==> config.mk <==
export PLATFORM = sky130hd
export DESIGN_NAME = pgr_ram
export DESIGN_NICKNAME = d
export VERILOG_FILES = /design/src/hdl/pgr_ram.sv
export SDC_FILE = /design/constraint.sdc
export NUM_CORES = 1
export LEC_CHECK = 0
export ABC_AREA = 1
export ABC_CLOCK_PERIOD_IN_PS = 4240
export BUFFER_PORTS_ARGS = -buffer_cell sky130_fd_sc_hd__buf_2
export CAP_MARGIN = 20
export CORE_MARGIN = 8
export CORE_UTILIZATION = 47
export CTS_BUF_LIST = sky130_fd_sc_hd__clkbuf_2 sky130_fd_sc_hd__clkbuf_4 sky130_fd_sc_hd__clkbuf_8
export DETAILED_ROUTE_END_ITERATION = 10
export SLEW_MARGIN = 15
export SYNTH_ARGS = -nofsm -noshare
export SYNTH_HDL_FRONTEND = slang
export SYNTH_SLANG_ARGS = --single-unit
==> constraint.sdc <==
create_clock -name clock -period 4.24 [get_ports clock]
set_input_delay 0.848 -clock clock [delete_from_list [all_inputs] [get_ports clock]]
set_output_delay 0.848 -clock clock [all_outputs]
set_load 0.03 [all_outputs]
==> src/hdl/pgr_ram.sv <==
// Generic single-write, single-read RAM with registered read data.
// No dependencies.
module pgr_ram #(
   parameter int ADDR_BITS = 10,
   parameter int DATA_BITS = 1
) (
   input  logic                 clock,
   input  logic                 wr_en,
   input  logic [ADDR_BITS-1:0] wr_addr,
   input  logic [DATA_BITS-1:0] wr_data,
   input  logic [ADDR_BITS-1:0] rd_addr,
   output logic [DATA_BITS-1:0] rd_data
);

   logic [DATA_BITS-1:0] mem_ff [2**ADDR_BITS];
   logic [DATA_BITS-1:0] rd_data_ff;

   always_ff @(posedge clock) begin
      if (wr_en) begin
         mem_ff[wr_addr] <= wr_data;
      end
   end

   always_ff @(posedge clock) begin
      rd_data_ff <= mem_ff[rd_addr];
   end

   assign rd_data = rd_data_ff;

endmodule

==> flow_summary.toml <==
[outcome]
outcome = "finished, final reports clean"

[flow_run]
cap_violations = 0

[synthesis]
netlist.area_leader.share_pct = 66.3
synth_commonest_cells = "nand2_1, nor2_1, edfxtp_1"
synthTopCellsByArea = "edfxtp_1, nand3_1, nand2_1"
synth_top_family_by_area = "simple AND/OR/NAND/NOR gates"
synth_most_common_cell = "nand2_1"
synth_xor_area_share_pct = 0
async_reset_ff_share_pct = 0
synth_edf_count = 1024
synthFlopType = "edfxtp_1"
synthSimpleGateAreaFrac_pct = 28.7
synth.distinct_cells = 17
synthMuxAreaShare_pct = 0
synthAdderAreaFrac_pct = 0
synth-seq-area-share_pct = 66.3
syn_area_mm2 = 0.0464
synth-seq-cells = 1025
synth_compound_area_share_pct = 0
netlist_instances = 4679
syn_avg_cell_area_um2 = 9.91
yosys.area.top_type = "edfxtp_1"
yosys_warnings = 0
synth_fp_nets = 4702

[placed_design]
placedInstanceArea_mm2 = 0.0476
gp_congestion = 0.809
dp_hpwl_mm = 70.1
port_buffers = 23

[pwr]
ir_drop_mv = 0.201
p_leak_uw = 0.0169
p_per_area_mw_per_mm2 = 412
fin_total_pwr_uw = 21000

[routing]
routedWlPerCell_um = 22.9
drc = 0
vias = 34600
ant_nets = 0
first_pass_iters = 5
via_per_inst = 5.73
drt_wl_total_mm = 138
dr.first_iter.drc_count = 3619

[worst_setup_path]
critical-path-max-stage-delay_ns = 0.50
critPathArrivalTime_ns = 3.54
path_cells = "buf_8, inv_16, buf_12, nand2_1, nand3_1, nand3_1, nand3_1, nand3_1, nand3_1, nand3_1, nand2_1, nand2_1, nand3_1, nand3_1, nand2_1"
path_class = "primary input to flop"
path_max_fanout = 124
critPathCaptureType = "flop"
cp_num_buf_inv = 3
crit_top_cell = "nand3_1"
worstPathRequired_ns = 5.00
critPathLaunchType = "primary input"
crit_family = "simple AND/OR/NAND/NOR gates"
critPathSlowestCell = "buf_12"

[sta]
fin_crit_sh_pct = 65.6
min_period_ns = 2.78
tightest_slew_ns = 1.04
skew_ns = 0.0318
timing.hold.ws_ns = 0.354
max_freq_ghz = 0.360
final-setup-viol-count = 0
slew_headroom_pct = 31.0
drv_slew = 0
hold_violations = 0
rsz0062_at_grt = "no"
setup_tns_ns = 0

[layout]
nets = 4624
area_delta_synth_final_pct = 9.70
layout-drive-gt1-share_pct = 9.69
fin_area_mm2 = 0.0509

[floorplanning]
rows = 115
fp.dieW_um = 330
start_util_pct = 47.3
dieArea_mm2 = 0.109
io_pins = 24
die_y_um = 330
core_mm2 = 0.0981

[global_route]
track_usage_pct = 25.1
grt_max_degree = 164
grt_antenna_before_repair = 11
grt_pass1_vias = 33300
grt_pass1_wl_mm = 206
grt.overflow.total = 0

[min_path]
hold_class = "primary input to flop"

[cts]
ctsResizeCount = 0
clk_latency_ns = 0.85
cts_root_buf = "clkbuf_8"
h-tree-depth = 4
numCtsBuffers = 171
ctsHoldBuffers = 0
tritoncts = "built"
postCtsSetupBuffers = 0
path_clk_slew_ns = 0.06
clock_sinks = 1025
clockBufferDepth = 3
## stage by stage
stage | instances | setup slack [ns] | utilization [%]
5_1_grt | 6023 | 1.34 | 51.8
6_report | 6032 | 1.46 | 51.9
2_1_floorplan | 4679 | 1.94 | -
3_3_place_gp | 5713 | 0.732 | 48.5
4_1_cts | 6022 | 1.58 | 51.8
3_5_place_dp | 5715 | 0.693 | 48.5
## logic make-up (layout without fill, tap and decap cells)
group | after synthesis | after routing
buffers and inverters | 458 | 514
DFF | 1025 | 1025
other | 0 | 10
and+or+nand+nor | 3196 | 3196
## metal layers
layer / vias up / global-route usage (%) / share of wire (%)
li1: 15700 / - / -
met1: 17100 / 32.5 / 40
met2: 1453 / 41.8 / 48
met3: 339 / 4.92 / 8.6
met4: 2 / 9.40 / 3.7
met5: - / 0 / 0.0094
## cell type report
class / instances / area, um2
sequential: 1025 / 30800
timing repair buffer: 161 / 1620
multi-input combinational: 3196 / 13400
inverter: 46 / 203
tap: 1287 / 1610
clock buffer: 248 / 2940
fill: 9057 / 47200
clock inverter: 59 / 318
antenna: 10 / 25.0
## power breakdown
group | leakage, uW | total, uW | switching [uW] | internal [uW]
Clock | 0.00171 | 8450 | 3940 | 4510
Sequential | 0.00921 | 11200 | 3.98 | 11200
Combinational | 0.00598 | 1360 | 1020 | 338
## path summary, 6_finish.rpt
check / start / end / slack (ns) / depth (start not counted)
hold / removal: rd_addr[9] / rd_data / 0.35 / 3
setup reg to reg: mem_ff[831] / rd_data / 2.40 / 12
hold reg to reg: mem_ff[968] / rd_data / 1.16 / 12
setup / recovery: rd_addr[0] / rd_data / 1.46 / 15
## sequential cells by signal (all words and copies together) (netlist names)
name,flops
rd_data,1
mem_ff,1024
## worst register-to-register path, delay by kind of cell, from the launching register on
kind	cells	cell delay [ns]
and+or+nand+nor	12	1.38
DFF	1	0.37
## cell usage in the layout, fill, tap and decap left out, drive strengths merged
cell / n
nand3: 1021
nor2: 1042
clkbuf: 248
nand4: 7
bufinv: 1
clkinvlp: 7
inv: 51
nor3: 24
dfxtp: 1
clkinv: 46
buf: 161
nand2: 1102
edfxtp: 1024
diode: 10
Note: power is estimated with default switching activity, not from simulation.
