==> src/hdl/pgr_pkg.sv <==
// Shared types and constants for the two-level page table pager.
// Used by every module under hdl/ but pgr_ram; depends on nothing.
package pgr_pkg;

   localparam int DIR_BITS     = 10;
   localparam int TAB_BITS     = 10;
   localparam int PAGE_BITS    = DIR_BITS + TAB_BITS;
   localparam int TAB_LSB      = 12;
   localparam int DIR_LSB      = TAB_LSB + TAB_BITS;
   localparam int ADDR_BITS    = 32;
   localparam int STAMP_BITS   = 32;
   localparam int FRAME_BITS   = 21;
   localparam int COST_BITS    = 16;
   localparam int STEP_BITS    = 18;
   localparam int COUNT_BITS   = 32;
   localparam int CSR_IDX_BITS = 2;
   localparam int CSR_DAT_BITS = 21;

   localparam logic [CSR_IDX_BITS-1:0] CSR_MAX_FRAMES   = 2'd0;
   localparam logic [CSR_IDX_BITS-1:0] CSR_MEM_COST     = 2'd1;
   localparam logic [CSR_IDX_BITS-1:0] CSR_PAGE_IN_COST = 2'd2;
   localparam logic [CSR_IDX_BITS-1:0] CSR_PAGE_OUT_COST = 2'd3;

   localparam logic [FRAME_BITS-1:0] MAX_FRAMES_RST   = 21'd16;
   localparam logic [COST_BITS-1:0]  MEM_COST_RST     = 16'd10;
   localparam logic [COST_BITS-1:0]  PAGE_IN_COST_RST = 16'd5000;
   localparam logic [COST_BITS-1:0]  PAGE_OUT_COST_RST = 16'd5000;

   typedef struct packed {
      logic                  alloc;
      logic                  present;
      logic                  dirty;
      logic [STAMP_BITS-1:0] stamp;
   } entry_type;

   localparam int ENTRY_BITS = $bits(entry_type);

   typedef struct packed {
      logic                 init;
      logic                 valid;
      logic [PAGE_BITS-1:0] idx;
   } scan_ctl_type;

   typedef struct packed {
      logic                 found;
      logic [PAGE_BITS-1:0] idx;
      entry_type            entry;
   } scan_res_type;

endpackage

==> src/hdl/pgr_scan.sv <==
// Victim search unit: one stamp compare per cycle over streamed page entries.
// Depends on pgr_pkg.
module pgr_scan (
   input  logic                 clock,
   input  pgr_pkg::scan_ctl_type ctl,
   input  pgr_pkg::entry_type    entry,
   output pgr_pkg::scan_res_type res
);

   logic                         found_ff;
   logic [pgr_pkg::PAGE_BITS-1:0] idx_ff;
   pgr_pkg::entry_type           best_ff;
   logic                         take;

   // "<=" so that the last entry scanned wins a tie
   assign take = ctl.valid && entry.present && (entry.stamp <= best_ff.stamp);

   always_ff @(posedge clock) begin
      if (ctl.init) begin
         found_ff      <= 1'b0;
         idx_ff        <= '0;
         best_ff       <= '0;
         best_ff.stamp <= '1;
      end else if (take) begin
         found_ff <= 1'b1;
         idx_ff   <= ctl.idx;
         best_ff  <= entry;
      end
   end

   assign res.found = found_ff;
   assign res.idx   = idx_ff;
   assign res.entry = best_ff;

endmodule

==> config.mk <==
export PLATFORM = sky130hd
export DESIGN_NAME = pgr_scan
export DESIGN_NICKNAME = d
export VERILOG_FILES = /design/src/hdl/pgr_pkg.sv /design/src/hdl/pgr_scan.sv
export SDC_FILE = /design/constraint.sdc
export NUM_CORES = 1
export LEC_CHECK = 0
export BUFFER_PORTS_ARGS = -buffer_cell sky130_fd_sc_hd__buf_2
export CAP_MARGIN = 20
export CORE_ASPECT_RATIO = 0.5
export CORE_MARGIN = 5
export CORE_UTILIZATION = 40
export CTS_CLUSTER_DIAMETER = 150
export DETAILED_ROUTE_END_ITERATION = 6
export PLACE_DENSITY_LB_ADDON = 0.25
export SYNTH_ARGS = -nofsm -noshare
export SYNTH_HDL_FRONTEND = slang
export SYNTH_SLANG_ARGS = --single-unit
export TNS_END_PERCENT = 5
==> constraint.sdc <==
create_clock -name clock -period 3 [get_ports clock]
set_clock_uncertainty 0.2 [all_clocks]
set_input_delay 0.3 -clock clock [delete_from_list [all_inputs] [get_ports clock]]
set_output_delay 0.3 -clock clock [all_outputs]
set_load 0.01 [all_outputs]
==> out/qor.txt, run 1 <==
number of antenna-violating nets in the routed design -> 0
initial cell density of the core -> 0.406
Hold Crit Class -> in2reg
CP startpoint kind -> flop
vias in the first global route -> 2540
Die Area -> 10000 sq um
clk sink count -> 56
last weighted congestion value of the routability-driven placer -> 0.761
critical setup path kind -> reg2reg
clock input transition at the sequential cells of the worst setup and hold paths -> 0.07 ns
setup repair after global routing missed its margin -> no
CTS Root Cell -> sky130_fd_sc_hd__clkbuf_16
Total Neg Setup Slack -> 0 ns
area growth from synthesis to final layout -> 23.2%
cell count after placement -> 569
Crit-path slowest cell -> sky130_fd_sc_hd__buf_4
fraction of registers with async set/reset -> 0
Ys Warns -> 0
maximum number of pins on one net before global-route repair -> 39
clock tree from TritonCTS -> yes
Max Cap Viol -> 0
routed via count -> 2595
ranking of synthesized cells by area -> sky130_fd_sc_hd__dfxtp_1 (35%), sky130_fd_sc_hd__mux2i_1 (17%), sky130_fd_sc_hd__ha_1 (12%)
global-route wire length before repair -> 11400 microns
number of top-level design ports -> 114
post-synthesis cell area -> 3210 sq um
via count normalized by instance count -> 4.50
top-count cell post-synth -> sky130_fd_sc_hd__nor2_1
power per standard cell area -> 437 nW/um^2
Mapped Nets -> 449
time the final worst path needs with I/O delays and setup -> 2.77 ns
cell type with the highest aggregate area in the netlist -> sky130_fd_sc_hd__dfxtp_1
Remaining DRCs -> 0
setup slack of the worst register-to-register path -> 0.23 ns
port bufs -> 113
crit path capture type -> flop
row cnt -> 23
Worst R2R Path Depth -> 9
CP cell instances -> inv_1, ha_1, a21o_1, a221o_1, a221oi_1, a32oi_1, a31oi_4, buf_4, mux2i_1
detailed-route wire length -> 6920 microns
share of layout cells above drive strength 1 -> 0.284
result of the run -> completed
area share of the leading cell type in the synthesized netlist -> 0.349
number of instances resized during post-cts repair -> 0
global router's overall resource usage -> 0.140
Required @ worst endpoint -> 3.01 ns
post-detail-place hpwl -> 5190 microns
actual slew at the worst max-slew pin -> 0.430 ns
Main synth FF type -> sky130_fd_sc_hd__dfxtp_1
end of the worst register-to-register path -> res[23]$_SDFFE_PP1P_
synth unique cells -> 29
Final period util -> 0.924
Wirelength per Cell -> 12.0 microns
leading cell types by count after synthesis -> sky130_fd_sc_hd__nor2_1 (68), sky130_fd_sc_hd__dfxtp_1 (56), sky130_fd_sc_hd__mux2i_1 (54)
EDFF count, synth -> 0
detailed router's first-iteration violation count -> 68
number of cells traversed by the worst hold path -> 3
Min Hold Slack -> 0.0633 ns
width of the chip -> 137 microns
launching point of the worst reg2reg path -> res[17]$_SDFFE_PP1P_
GRT overflow -> 0
final antenna diode count -> 0
delay contributed by the slowest stage of the critical path -> 0.36 ns
floorplan die height -> 73.4 microns
Post-CTS Setup Bufs -> 0
hold path startpoint -> ctl[10]
flip-flop and latch count after synthesis -> 56
leakage power total -> 2.06 nW
number of optimization iterations in the first detailed-route pass -> 4
number of buffers inserted during clock tree synthesis -> 5
number of nets at the end of the flow -> 554
WP data arrival -> 2.79 ns
relative max-transition margin -> 0.713
total count of hold-check failures in the final report -> 0
core box area -> 7910 sq um
Peak Freq -> 0.361 GHz
Max IR drop VDD -> 241 uV
antenna violations before repair -> 0
clock buffer depth -> 2
Layout Cells excl Fill -> 577
Avg Inst Size Synth -> 8.95 sq um
share of synthesized area occupied by flip-flops and latches -> 0.349
WHS Endpoint -> idx_ff[10]$_SDFFE_PP0P_
clock insertion delay at the later pin of the skew report -> 0.29 ns
count of pins over their slew limit -> 0
number of H-tree levels -> 2
number of buffers inserted by hold repair at cts -> 0
Syn Inst Count -> 359
Critical Path Fanout Max -> 19
Setup violations, final -> 0
-- worst max-delay path: cells and delay by family, from the launching register on --
kind,cells,cell delay [ns]
AO/OA/AOI/OAI,5,1.21
buffers and inverters,2,0.41
multiplexers,1,0.24
flip-flops,1,0.35
adder cells (fa/ha/maj),1,0.29
-- metrics by stage --
step	instance area (sq um)	worst slack (ns)	total power [mW]	utilization
after floorplan	3210	0.505	1.06	-
after global placement	3810	0.211	1.16	0.482
after detailed placement	3810	0.171	1.17	0.482
after CTS	3960	0.193	1.76	0.500
after global routing	3960	0.00400	1.84	0.500
final	3960	0.228	1.73	0.500
-- how the worst max path moves through the flow --
stage	start	to	slack (ns)	cells past startpoint
2_1_floorplan	res[17]$_SDFFE_PP1P_	res[0]$_SDFFE_PP1P_	0.50	10
5_1_grt	res[17]$_SDFFE_PP1P_	res[11]$_SDFFE_PP1P_	0.004	9
3_5_place_dp	entry[17]	res[23]$_SDFFE_PP1P_	0.17	9
3_3_place_gp	entry[17]	res[19]$_SDFFE_PP1P_	0.21	9
4_1_cts	res[17]$_SDFFE_PP1P_	res[23]$_SDFFE_PP1P_	0.19	9
6_report	res[17]$_SDFFE_PP1P_	res[23]$_SDFFE_PP1P_	0.23	9
-- flip-flops by register name, indices dropped and copies added (netlist names) --
| name | count |
|---|---|
| res | 35 |
| idx_ff | 20 |
| found_ff | 1 |
-- cells by family after synthesis --
group | count (synthesis) | share of synthesized area
simple gates | 133 | 0.210
flops | 56 | 0.349
buf+inv | 54 | 0.0919
mux | 54 | 0.168
fa+ha+maj | 32 | 0.125
compound gates | 30 | 0.0565
-- per-layer routing --
layer,wire length (microns),GRT usage
met1,3330,0.185
met2,3200,0.234
met3,355,0.0363
met4,34,0.0268
met5,0,0
-- layout by cell type (no fill, tap or decap), drive strengths merged --
cell type  instances
buf              117
nor2              68
dfxtp             56
mux2i             54
nand2b            45
inv               35
ha                32
a21oi             15
nand2              8
clkbuf             6
o21ai              5
nand4              5
a21o               3
nor4               2
nand3              2
and4               2
and2               1
a211o              1
a221o              1
a21boi             1
a221oi             1
a32oi              1
a31oi              1
a31o               1
clkinv             1
clkinvlp           1
-- area by class of cell --
class | count | area [sq um]
Tap cell | 112 | 140
Clock inverter | 2 | 16.3
Multi-Input combinational cell | 249 | 1810
Clock buffer | 6 | 129
Fill cell | 772 | 3960
Timing Repair Buffer | 117 | 608
Inverter | 35 | 131
Sequential cell | 56 | 1120
-- where the power goes --
group | internal (mW) | switching (mW)
registers | 0.787 | 0.0280
clock network | 0.312 | 0.272
logic | 0.157 | 0.174
Note: power is estimated with default switching activity, not from simulation.
==> run 2: changes to the inputs <==
--- a/config.mk
+++ b/config.mk
@@ -7,9 +7,11 @@
 export LEC_CHECK = 0
 export BUFFER_PORTS_ARGS = -buffer_cell sky130_fd_sc_hd__buf_2
 export CAP_MARGIN = 20
+export CELL_PAD_IN_SITES_DETAIL_PLACEMENT = 2
+export CELL_PAD_IN_SITES_GLOBAL_PLACEMENT = 2
 export CORE_ASPECT_RATIO = 0.5
 export CORE_MARGIN = 5
-export CORE_UTILIZATION = 40
+export CORE_UTILIZATION = 29
 export CTS_CLUSTER_DIAMETER = 150
 export DETAILED_ROUTE_END_ITERATION = 6
 export PLACE_DENSITY_LB_ADDON = 0.25
==> run 2 against run 1 <==
Compared with the run above:
- non-clock buffer count is the same
- register-to-register slack better by 0.02 ns
- first-iteration DRC count grew 4.4%
- combinational power grew 2%
- die area increased by 34%
- power grew 7.0%
- final cell count is 5.7% higher
- clock-buffer cell count unchanged
- wire length grew 22%
- worst hold slack lost 0.0089 ns
- sequential share of layout area decreased by 0.56 points
- largest power group unchanged
- highest routed layer unchanged
==> out/qor.txt, run 2 (same netlist as run 1, synthesis figures left out) <==
result of the run -> completed
row cnt -> 27 (+17%)
floorplan die height -> 84.4 microns (+15%)
GRT overflow -> 0 (unchanged)
Layout Cells excl Fill -> 610 (+5.7%)
Wirelength per Cell -> 13.8 microns (+16%)
setup slack of the worst register-to-register path -> 0.25 ns (+0.02 ns)
antenna violations before repair -> 0 (unchanged)
net load switching power -> 507 uW (+7.0%)
total internal power -> 1.34 mW (+7.1%)
Hold Crit Class -> in2reg
clock buffer depth -> 2 (unchanged)
Final period util -> 0.918 (-0.00570)
Crit-path slowest cell -> sky130_fd_sc_hd__dfxtp_1
clock insertion delay at the later pin of the skew report -> 0.30 ns (about the same)
share of power burned in registers -> 0.441 (-0.030)
Combinational Power Share -> 0.182 (-0.009)
core box area -> 10900 sq um (+38%)
Peak Freq -> 0.363 GHz (+0.62%)
CP startpoint kind -> flop
routed via count -> 2719 (+4.8%)
vias in the first global route -> 3017 (+19%)
area growth from synthesis to final layout -> 25.7%
number of H-tree levels -> 2 (unchanged)
delay contributed by the slowest stage of the critical path -> 0.36 ns (about the same)
clk sink count -> 56 (unchanged)
initial cell density of the core -> 0.294 (-0.112)
PnR worst setup slack -> 0.246 ns (+0.0171 ns)
CTS Root Cell -> sky130_fd_sc_hd__clkbuf_16
global router's overall resource usage -> 0.127 (-0.0125)
Remaining DRCs -> 0 (unchanged)
Die Area -> 13400 sq um (+34%)
relative max-transition margin -> 0.727 (+0.0141)
Setup violations, final -> 0 (unchanged)
last weighted congestion value of the routability-driven placer -> 0.673 (-11%)
switch share -> 0.274 (about the same)
number of optimization iterations in the first detailed-route pass -> 4 (unchanged)
most used cells in the layout excluding fill and tap cells -> sky130_fd_sc_hd__buf_2 (113), sky130_fd_sc_hd__nor2_1 (68), sky130_fd_sc_hd__dfxtp_1 (56)
clock input transition at the sequential cells of the worst setup and hold paths -> 0.08 ns (about the same)
Total Power Consumption -> 1.85 mW (+7.0%)
Total Neg Setup Slack -> 0 ns (unchanged)
Max Cap Viol -> 0 (unchanged)
number of buffers inserted by hold repair at cts -> 0 (unchanged)
power per standard cell area -> 459 nW/um^2 (+4.9%)
Critical Path Fanout Max -> 35 (+16)
actual slew at the worst max-slew pin -> 0.409 ns (-0.0211 ns)
Max IR drop VDD -> 245 uV (+1.4%)
detailed-route wire length -> 8450 microns (+22%)
via count normalized by instance count -> 4.46 (-0.89%)
WHS Endpoint -> idx_ff[1]$_SDFFE_PP0P_
port bufs -> 113 (unchanged)
leakage power total -> 2.08 nW (+1.0%)
detailed router's first-iteration violation count -> 71 (+4.4%)
Min Hold Slack -> 0.0544 ns (-0.00894 ns)
setup repair after global routing missed its margin -> no
time the final worst path needs with I/O delays and setup -> 2.75 ns (-0.0171 ns)
maximum number of pins on one net before global-route repair -> 111 (+180%)
number of nets at the end of the flow -> 554 (unchanged)
hold path startpoint -> ctl[1]
clock tree from TritonCTS -> yes
number of antenna-violating nets in the routed design -> 0 (unchanged)
Worst R2R Path Depth -> 9 (unchanged)
critical setup path kind -> reg2reg
clock network fraction of design power -> 0.377 (+0.039)
share of layout cells above drive strength 1 -> 0.284 (unchanged)
number of top-level design ports -> 114 (unchanged)
most common library cell in the layout ignoring fill and taps -> sky130_fd_sc_hd__buf_2
end of the worst register-to-register path -> res[30]$_SDFFE_PP1P_
number of flip-flops under the largest register name -> 35 (unchanged)
Post-Place Worst Slack -> 0.114 ns (-0.0569 ns)
fill cell total of the finished layout -> 1305 (+69%)
launching point of the worst reg2reg path -> res[17]$_SDFFE_PP1P_
final antenna diode count -> 0 (unchanged)
CP cell instances -> inv_1, ha_1, a21o_1, a221o_1, a221oi_1, a32oi_1, a31oi_4, buf_12, mux2i_1
number of cells traversed by the worst hold path -> 3 (unchanged)
number of buffers inserted during clock tree synthesis -> 5 (unchanged)
global-route wire length before repair -> 14300 microns (+26%)
WP data arrival -> 2.78 ns (about the same)
crit path capture type -> flop
total count of hold-check failures in the final report -> 0 (unchanged)
area taken by flip-flops and latches -> 1120 sq um (unchanged)
post-detail-place hpwl -> 6480 microns (+25%)
Required @ worst endpoint -> 3.03 ns (+0.02 ns)
width of the chip -> 159 microns (+16%)
multi-input logic area -> 1810 sq um (unchanged)
count of pins over their slew limit -> 0 (unchanged)
cell count after placement -> 602 (+5.8%)
==> run 2: cell types whose count changed in the layout (fill, tap and decap cells not counted), sizes merged <==
cell      delta
inv          +1
bufinv       +1
clkinvlp     -1
clkinv       -1
==> run 2: repair_timing <==
action	in CTS	in global routing
resized for setup	0	1
setup endpoints to repair	0	14
setup buffers	0	0
==> run 2: worst max-delay path: cells and delay by family (launching register included) <==
kind | cells | cell delay [ns]
DFF | 1 | 0.36
muxes | 1 | 0.23
adders and majority gates | 1 | 0.29
AOI/OAI and AO/OA | 5 | 1.24
buffers and inverters | 2 | 0.33
==> run 2: final cells by class <==
| cell class | count | area share |
|---|---|---|
| flip-flops and latches | 56 | 0.278 |
| repair buffers | 117 | 0.155 |
| inverters | 35 | 0.0325 |
| multi-input cells | 249 | 0.449 |
| clock buffers | 6 | 0.0319 |
| clock inverters | 2 | 0.00961 |
| well taps | 145 | 0.0449 |
==> run 2: worst max-delay path by stage <==
stage,end,start,slack [ns],depth (start not counted)
floorplan,res[0]$_SDFFE_PP1P_,res[17]$_SDFFE_PP1P_,0.50,10
CTS,res[9]$_SDFFE_PP1P_,res[17]$_SDFFE_PP1P_,0.13,9
finish,res[30]$_SDFFE_PP1P_,res[17]$_SDFFE_PP1P_,0.25,9
global placement,res[7]$_SDFFE_PP1P_,entry[17],0.19,9
detailed placement,res[9]$_SDFFE_PP1P_,entry[17],0.11,9
global route,idx_ff[5]$_SDFFE_PP0P_,res[17]$_SDFFE_PP1P_,0.02,9
==> run 2: through the flow <==
step | area [sq um] | utilization
after floorplan | 3210 | -
after detailed placement | 3860 | 0.354
after global routing | 4040 | 0.370
after global placement | 3860 | 0.354
after CTS | 4030 | 0.370
final | 4040 | 0.370
==> run 2: routing by layer <==
metal / up-vias / routed length (microns) / part of all wire / global-route usage
met1: 1267 / 3820 / 0.45 / 0.150
met2: 55 / 4140 / 0.49 / 0.231
met4: 0 / 48 / 0.0057 / 0.0211
li1: 1391 / - / - / -
met3: 6 / 435 / 0.051 / 0.0427
met5: - / 0 / 0 / 0
==> run 2: power by group through the flow <==
stage	registers [mW]	logic, mW	clock network [mW]
after floorplan	0.850	0.205	0
after global placement	0.834	0.342	0
after detailed placement	0.835	0.347	0
after CTS	0.818	0.349	0.731
after global routing	0.824	0.384	0.761
final	0.817	0.338	0.698
==> run 3: changes to the inputs <==
--- a/config.mk
+++ b/config.mk
@@ -9,12 +9,14 @@
 export CAP_MARGIN = 20
 export CELL_PAD_IN_SITES_DETAIL_PLACEMENT = 2
 export CELL_PAD_IN_SITES_GLOBAL_PLACEMENT = 2
-export CORE_ASPECT_RATIO = 0.5
+export CORE_ASPECT_RATIO = 1.2
 export CORE_MARGIN = 5
 export CORE_UTILIZATION = 29
 export CTS_CLUSTER_DIAMETER = 150
 export DETAILED_ROUTE_END_ITERATION = 6
+export MAX_ROUTING_LAYER = met4
 export PLACE_DENSITY_LB_ADDON = 0.25
+export REMOVE_ABC_BUFFERS = 1
 export SYNTH_ARGS = -nofsm -noshare
 export SYNTH_HDL_FRONTEND = slang
 export SYNTH_SLANG_ARGS = --single-unit
==> run 3 against run 2 <==
Compared with the run above:
- worst hold slack gained 0.0035 ns
- critical path depth is the same
- highest routed layer unchanged
- final cell count shrank 2.3%
- non-clock buffer count shrank 1
==> out/qor.txt, run 3 (same netlist as run 1, synthesis figures left out) <==
result of the run -> completed
number of flip-flops under the largest register name -> 35 (unchanged)
relative max-transition margin -> 0.371 (-0.357)
setup repair after global routing missed its margin -> no
most common library cell in the layout ignoring fill and taps -> sky130_fd_sc_hd__buf_2
antenna violations before repair -> 0 (unchanged)
net load switching power -> 490 uW (-3.4%)
number of H-tree levels -> 2 (unchanged)
Peak Freq -> 0.366 GHz (+0.68%)
Max Cap Viol -> 0 (unchanged)
power per standard cell area -> 442 nW/um^2 (-3.7%)
Max IR drop VDD -> 215 uV (-12%)
global router's overall resource usage -> 0.142 (+0.0143)
clock tree from TritonCTS -> yes
maximum number of pins on one net before global-route repair -> 111 (unchanged)
vias in the first global route -> 3168 (+5.0%)
PnR worst setup slack -> 0.264 ns (+0.0187 ns)
number of buffers inserted during clock tree synthesis -> 5 (unchanged)
clock insertion delay at the later pin of the skew report -> 0.29 ns (about the same)
Remaining DRCs -> 0 (unchanged)
clock buffer depth -> 2 (unchanged)
clock input transition at the sequential cells of the worst setup and hold paths -> 0.07 ns (about the same)
number of optimization iterations in the first detailed-route pass -> 4 (unchanged)
most used cells in the layout excluding fill and tap cells -> sky130_fd_sc_hd__buf_2 (112), sky130_fd_sc_hd__nor2_1 (68), sky130_fd_sc_hd__dfxtp_1 (56)
row cnt -> 42 (+56%)
met3 track demand over resource in global routing -> 0.0320 (-0.0107)
setup slack of the worst register-to-register path -> 0.26 ns (+0.02 ns)
Die Area -> 13300 sq um (-0.88%)
number of buffers inserted by hold repair at cts -> 0 (unchanged)
Post-Place Worst Slack -> 0.208 ns (+0.0940 ns)
core box area -> 10900 sq um (+0.17%)
global-route wire length before repair -> 15100 microns (+5.0%)
total count of hold-check failures in the final report -> 0 (unchanged)
detailed-route wire length -> 8780 microns (+4.0%)
share of power burned in registers -> 0.462 (+0.021)
Setup violations, final -> 0 (unchanged)
Critical Path Fanout Max -> 25 (-29%)
grt met2 use -> 0.252 (+0.0214)
WP data arrival -> 2.75 ns (-0.03 ns)
Worst R2R Path Depth -> 9 (unchanged)
clk sink count -> 56 (unchanged)
via count normalized by instance count -> 4.71 (+5.7%)
Wirelength per Cell -> 14.7 microns (+6.4%)
last weighted congestion value of the routability-driven placer -> 0.714 (+6.0%)
critical setup path kind -> reg2reg
number of cells traversed by the worst hold path -> 3 (unchanged)
final antenna diode count -> 0 (unchanged)
GRT overflow -> 0 (unchanged)
port bufs -> 113 (unchanged)
crit path capture type -> flop
area growth from synthesis to final layout -> 24.6%
placed cell areas -> 3840 sq um (-0.55%)
leakage power total -> 2.08 nW (-0.13%)
clock network fraction of design power -> 0.342 (-0.035)
Required @ worst endpoint -> 3.02 ns (about the same)
detailed router's first-iteration violation count -> 48 (-32%)
CTS Root Cell -> sky130_fd_sc_hd__clkbuf_16
count of pins over their slew limit -> 0 (unchanged)
number of antenna-violating nets in the routed design -> 0 (unchanged)
Combinational Power Share -> 0.196 (+0.014)
time the final worst path needs with I/O delays and setup -> 2.74 ns (-0.0187 ns)
number of nets at the end of the flow -> 553 (-0.18%)
number of top-level design ports -> 114 (unchanged)
WHS Endpoint -> idx_ff[9]$_SDFFE_PP0P_
width of the chip -> 106 microns (-33%)
launching point of the worst reg2reg path -> res[17]$_SDFFE_PP1P_
met1 usage in global routing -> 0.162 (+0.0120)
floorplan die height -> 125 microns (+48%)
Layout Cells excl Fill -> 596 (-2.3%)
hold path startpoint -> ctl[9]
Post-Layout Inst Area -> 4000 sq um (-0.87%)
share of layout cells above drive strength 1 -> 0.284 (+0.000612)
Hold Crit Class -> in2reg
switch share -> 0.277 (+0.00326)
routed via count -> 2809 (+3.3%)
post-detail-place hpwl -> 6970 microns (+7.6%)
peak-usage layer in the global routing report -> met2
actual slew at the worst max-slew pin -> 0.944 ns (+0.535 ns)
total internal power -> 1.28 mW (-4.9%)
end of the worst register-to-register path -> res[4]$_SDFFE_PP1P_
initial cell density of the core -> 0.294 (-0.000505)
Final period util -> 0.912 (-0.00624)
CP startpoint kind -> flop
cell count after placement -> 588 (-2.3%)
-- run 3: area by class of cell --
| type | instances | area, sq um |
|---|---|---|
| well taps | 132 | 165 |
| clock buffers | 6 | 139 |
| fillers | 1316 | 6930 |
| clock inverters | 2 | 10.0 |
| repair buffers | 116 | 616 |
| inverters | 35 | 131 |
| flip-flops and latches | 56 | 1120 |
| multi-input cells | 249 | 1820 |
-- run 3: how the worst max path moves through the flow --
| stage | from | to | cells after the start |
|---|---|---|---|
| floorplan | res[17]$_SDFFE_PP1P_ | idx_ff[0]$_SDFFE_PP0P_ | 8 |
| global route | res[11]$_SDFFE_PP1P_ | res[4]$_SDFFE_PP1P_ | 9 |
| finish | res[17]$_SDFFE_PP1P_ | res[4]$_SDFFE_PP1P_ | 9 |
| CTS | res[11]$_SDFFE_PP1P_ | res[3]$_SDFFE_PP1P_ | 9 |
| detailed placement | entry[17] | res[3]$_SDFFE_PP1P_ | 9 |
| global placement | entry[17] | idx_ff[17]$_SDFFE_PP0P_ | 9 |
-- run 3: timing repair --
action,4_1_cts,5_1_grt
endpoints found under the setup margin,0,2
setup buffers,0,0
resized for setup,0,1
-- run 3: power groups by stage --
stage | sequential (mW) | combinational, mW | clock [mW]
final | 0.817 | 0.347 | 0.605
after global placement | 0.832 | 0.342 | 0
after detailed placement | 0.834 | 0.355 | 0
after global routing | 0.824 | 0.395 | 0.658
after floorplan | 0.851 | 0.185 | 0
after CTS | 0.818 | 0.357 | 0.639
-- run 3: critical path, stage by stage, from the launching register on --
cell and delay [ns]:
sky130_fd_sc_hd__dfxtp_1 0.35, sky130_fd_sc_hd__inv_1 0.05, sky130_fd_sc_hd__ha_1 0.30, sky130_fd_sc_hd__a21o_1 0.19, sky130_fd_sc_hd__a221o_1 0.33, sky130_fd_sc_hd__a221oi_1 0.27, sky130_fd_sc_hd__a32oi_1 0.21, sky130_fd_sc_hd__a31oi_4 0.27
sky130_fd_sc_hd__buf_12 0.25, sky130_fd_sc_hd__mux2i_1 0.22
-- run 3: metal layers --
metal | up-vias | part of all wire
li1 | 1386 | -
met1 | 1342 | 0.43
met2 | 74 | 0.51
met3 | 7 | 0.050
met4 | 0 | 0.0097
met5 | - | 0
-- run 3: metrics by stage --
stage	hold WS (ns)	setup TNS (ns)	power [mW]	utilization
4_1_cts	0.0470	0	1.81	0.365
3_3_place_gp	0.234	0	1.17	0.352
2_1_floorplan	0.169	-172.54	1.04	-
3_5_place_dp	0.243	0	1.19	0.352
6_report	0.0578	0	1.77	0.366
5_1_grt	0.0589	0	1.88	0.366
